File: src/hw/rtl/htb_pkg.sv
// shared types and constants of the huffman tree builder
package htb_pkg;

    localparam int SUM_BITS  = 30;
    localparam int NODE_BITS = 7;
    localparam int SYM_BITS  = 6;
    localparam int WIN_BITS  = 24;
    localparam int QDEPTH    = 2;

    localparam logic [1:0] ST_MERGE  = 2'd0;
    localparam logic [1:0] ST_SINGLE = 2'd1;
    localparam logic [1:0] ST_EMPTY  = 2'd2;

    typedef struct packed {
        logic [SUM_BITS-1:0]  w;
        logic [NODE_BITS-1:0] node;
    } t_entry;

    typedef struct packed {
        t_entry ent;
        logic   fin;
    } t_qitem;

endpackage

File: src/hw/rtl/htb_front.sv
// input acceptance, zero weight filtering and the item queue
module htb_front import htb_pkg::*; #(
    parameter int WEIGHT_BITS = 24
) (
    input  logic                i_clk,
    input  logic                i_rst_n,
    input  logic                i_valid,
    output logic                o_stall,
    input  logic [SYM_BITS-1:0] i_symbol,
    input  logic [WIN_BITS-1:0] i_weight,
    input  logic                i_final_item,
    output logic                o_q_valid,
    output t_qitem              o_q_item,
    input  logic                i_q_pop
);

    localparam int WB = (WEIGHT_BITS < WIN_BITS) ? WEIGHT_BITS : WIN_BITS;
    localparam logic [SUM_BITS-1:0] WMASK = SUM_BITS'((64'd1 << WB) - 64'd1);

    t_qitem            r_q [QDEPTH];
    logic [1:0]        r_cnt, n_cnt;
    logic              r_rd, n_rd;
    logic              r_wr, n_wr;
    t_qitem            item;
    logic              accept, push;

    assign o_stall   = (r_cnt == 2'(QDEPTH));
    assign accept    = i_valid && !o_stall;
    assign item.ent.w    = SUM_BITS'(i_weight) & WMASK;
    assign item.ent.node = {1'b0, i_symbol};
    assign item.fin      = i_final_item;
    assign push      = accept && ((item.ent.w != '0) || i_final_item);
    assign o_q_valid = (r_cnt != 2'd0);
    assign o_q_item  = r_q[r_rd];

    always_comb begin
        n_cnt = r_cnt + 2'(push) - 2'(i_q_pop);
        n_rd  = i_q_pop ? ~r_rd : r_rd;
        n_wr  = push ? ~r_wr : r_wr;
    end

    always_ff @(posedge i_clk) begin
        if (!i_rst_n) begin
            r_cnt <= 2'd0;
            r_rd  <= 1'b0;
            r_wr  <= 1'b0;
        end else begin
            r_cnt <= n_cnt;
            r_rd  <= n_rd;
            r_wr  <= n_wr;
        end
    end

    always_ff @(posedge i_clk) begin
        if (push) begin
            r_q[r_wr] <= item;
        end
    end

endmodule

File: config.mk
export PLATFORM = sky130hd
export DESIGN_NAME = htb_front
export DESIGN_NICKNAME = d
export VERILOG_FILES = /design/src/hw/rtl/htb_pkg.sv /design/src/hw/rtl/htb_front.sv
export SDC_FILE = /design/constraint.sdc
export NUM_CORES = 1
export LEC_CHECK = 0
export CAP_MARGIN = 10
export CORE_UTILIZATION = 55
export CTS_CLUSTER_SIZE = 30
export DETAILED_ROUTE_END_ITERATION = 8
export DONT_BUFFER_PORTS = 1
export GPL_TIMING_DRIVEN = 0
export PLACE_DENSITY = 0.7
export SKIP_LAST_GASP = 1
export SYNTH_ARGS = -nofsm -noshare
export SYNTH_HDL_FRONTEND = slang
export SYNTH_SLANG_ARGS = --single-unit
File: constraint.sdc
create_clock -name i_clk -period 3.4 [get_ports i_clk]
set_input_delay 0.34 -clock i_clk [delete_from_list [all_inputs] [get_ports i_clk]]
set_output_delay 0.34 -clock i_clk [all_outputs]
set_load 0.005 [all_outputs]
==> results.md <==
* Status: finished with violations
* Failing checks: DRC
* Mapped Area at 2606 um2
* Comb pwr share at 0.148
* CTS sink cnt at 67
* Reg power frac at 0.559
* Internal Power at 1529 uW
* Worst-path clk slew at 0.07 ns
* Via count at 1,222
* Clk root buf: clkbuf_8
* Seq/Total Area, Yosys at 0.7528
* Register area at 1962 um2
* Critical path class: primary input to flip-flop
* Total iterations of the first detailed-routing run at 6
* Slew Limit Fails at 0
* FF+latch count, synth at 67
* CTS tree: yes
* Placed Cells at 200
* Post-synthesis instance total at 142
* Adder-Cell Fraction of Synth Area at 0.009602
* Die Area at 5018 um2
* Relative slew slack at 0.3889
* # fillers at 314
* Clk_lat worst skew at 0.32 ns
* Final hold vios at 0
* H-tree level count at 3
* Switching Fraction at 0.2392
* Compound-Gate Fraction of Synth Area at 0.01632
* Deepest clock path buffer count at 2
* Routability cong. at 0.6758
* Ys Warns at 0
* Most common cell after layout, fill and taps aside: edfxtp_1
* HPWL after DPL at 2858 um
* Critical Path AT at 2.44 ns
* Tightest Hold Check Type: primary input to flip-flop
* Final setup fails at 0
* Startpoint type of the worst setup path: primary input
* Setup_tns at 0 ns
* P_sw at 480.9 uW
* Post-Synth XOR/XNOR Area at 0.01008
* RSZ-0062 raised after global routing: false
* WL/cell at 19.58 um
* Multiplexer share of the synthesized area at 0.1339
* Initial Util at 0.5864
* Fmax at 0.4517 GHz
* Vias in the first global route at 1,320
* Mapped Avg Cell Area at 18.35 um2
* Die height at 70.84 um
* Power per cell area at 697.2 nW/um2
* Routed vias/inst at 5.684
* Largest family of logic cells by synthesized area: multiplexers
* Final wirelength at 4210 um
* Worst-path maximum fanout at 3
* Maximum vdd drop at 0.4182 mV
* DR DRC count at 10
* Crit. End Element: flip-flop
* Core area at 4444 um2
* Least-Margin Pin Slew at 0.9145 ns
* Commonest non-fill, non-tap cells in the layout: 62 x edfxtp_1, 31 x mux2_2, 9 x clkbuf_8
* Overflow after GRT at 0
* Area delta synth->final at 10.61%
* Final Util at 0.6486
* CTS buffer count at 9
* Row cnt at 24
* Largest net degree at the start of global routing at 32
* Number of post-CTS setup repair buffers at 0
* Final Skew at 0.006037 ns
* Non-filler cells, final at 215
* Post-CTS sizing at 0
* Port bufs at 0
* Max cap viols at 0
* Drt initial violations at 83
* IO Count at 75
* Distinct cells, synth at 20
* GRT Resource Usage Total at 0.1869
* LEAKAGE at 0.0009664 uW
* Final Cycle Share at 0.6512
* Clock share of power at 0.293
* Die W at 70.84 um
* First-pass GRT wire length at 6651 um
* Footprint of the multi-input gates at 610.6 um2
* Crit path required time at 3.62 ns
* Layout cells sized above 1 at 0.3313
* Antenna violations before repair at 0
* Final net count at 196
* CTS Hold Bufs at 0
* Routed Antenna Nets at 0
* Tmin final at 2.214 ns
* Simple-gate share of the synthesized area at 0.04849
* Ant diodes at 0
-- logic make-up after synthesis --
family                     count (synthesis)
adders and majority gates                  2
buffers and inverters                     12
muxes                                     31
xor gates and xnor gates                   3
DFF                                       67
other                                      1
and+or+nand+nor                           22
AOI/OAI and AO/OA                          4
-- metal layers --
| metal | share of wire | global-route usage | vias up |
|---|---|---|---|
| met5 | 0 | 0 | - |
| met3 | 0.071 | 0.06410 | 9 |
| met1 | 0.39 | 0.2024 | 599 |
| li1 | - | - | 569 |
| met4 | 0.018 | 0.1133 | 0 |
| met2 | 0.52 | 0.3173 | 45 |
-- layout make-up --
cell class	instances	area share
flip-flops and latches	67	0.6806
multi-input cells	69	0.2118
clock buffers	11	0.04557
well taps	52	0.02257
plain buffers	10	0.02214
clock inverters	4	0.01476
inverters	2	0.002604
-- stage by stage --
stage	power, uW	hold WS, ns	worst slack (ns)	instance area, um2
floorplan	1360	0.4389	0.8372	2629
global placement	1416	0.4390	0.1647	2694
finish	2010	0.1046	1.186	2883
global route	2096	0.08200	0.9672	2883
CTS	2037	0.08943	1.183	2883
detailed placement	1446	0.4390	0.8374	2709
-- worst max-delay path: stages --
cell and delay [ns]:
nor4_1 0.28, nand2_1 0.17, o41ai_2 0.70, ha_1 0.37
inv_1 0.06, ha_1 0.14, xnor2_1 0.13, xnor2_1 0.08
and2_1 0.15
-- power by group through the flow --
stage	Clock (uW)	Combinational (uW)	Sequential (uW)
2_1_floorplan	0	232	1130
3_3_place_gp	0	279	1140
3_5_place_dp	0	302	1140
4_1_cts	605	305	1130
5_1_grt	631	325	1140
6_report	589	297	1120
-- final timing paths --
path | startpoint | end | slack, ns | depth (start not counted)
worst max-delay path | i_weight[3] | r_cnt[1] | 1.19 | 9
worst min-delay path | i_symbol[0] | r_q[1][1] | 0.10 | 0
worst max register to register | r_cnt[1] | r_q[0][14] | 1.22 | 4
worst min register to register | r_wr | r_wr | 0.60 | 2
-- sequential cells by signal, indices dropped and copies added, names as in the netlist, named ones only --
name / flops
r_q: 62
r_rd: 1
r_wr: 1
r_cnt: 2
-- cells in the mapped netlist --
| library cell | instances | area share |
|---|---|---|
| and2_1 | 4 | 0.0096 |
| buf_1 | 3 | 0.0043 |
| buf_4 | 7 | 0.020 |
| conb_1 | 1 | 0.0014 |
| dfxtp_1 | 5 | 0.038 |
| edfxtp_1 | 62 | 0.71 |
| ha_1 | 2 | 0.0096 |
| inv_1 | 2 | 0.0029 |
| mux2_2 | 31 | 0.13 |
| nand2_1 | 4 | 0.0058 |
| nor2_1 | 4 | 0.0058 |
| nor2b_1 | 2 | 0.0048 |
| nor4_1 | 5 | 0.012 |
| o2111ai_1 | 3 | 0.010 |
| o41ai_2 | 1 | 0.0062 |
| or2_2 | 1 | 0.0024 |
| or3_4 | 1 | 0.0043 |
| or4b_1 | 1 | 0.0038 |
| xnor2_1 | 2 | 0.0067 |
| xor2_1 | 1 | 0.0034 |
Power figures use the tool's default switching activity.
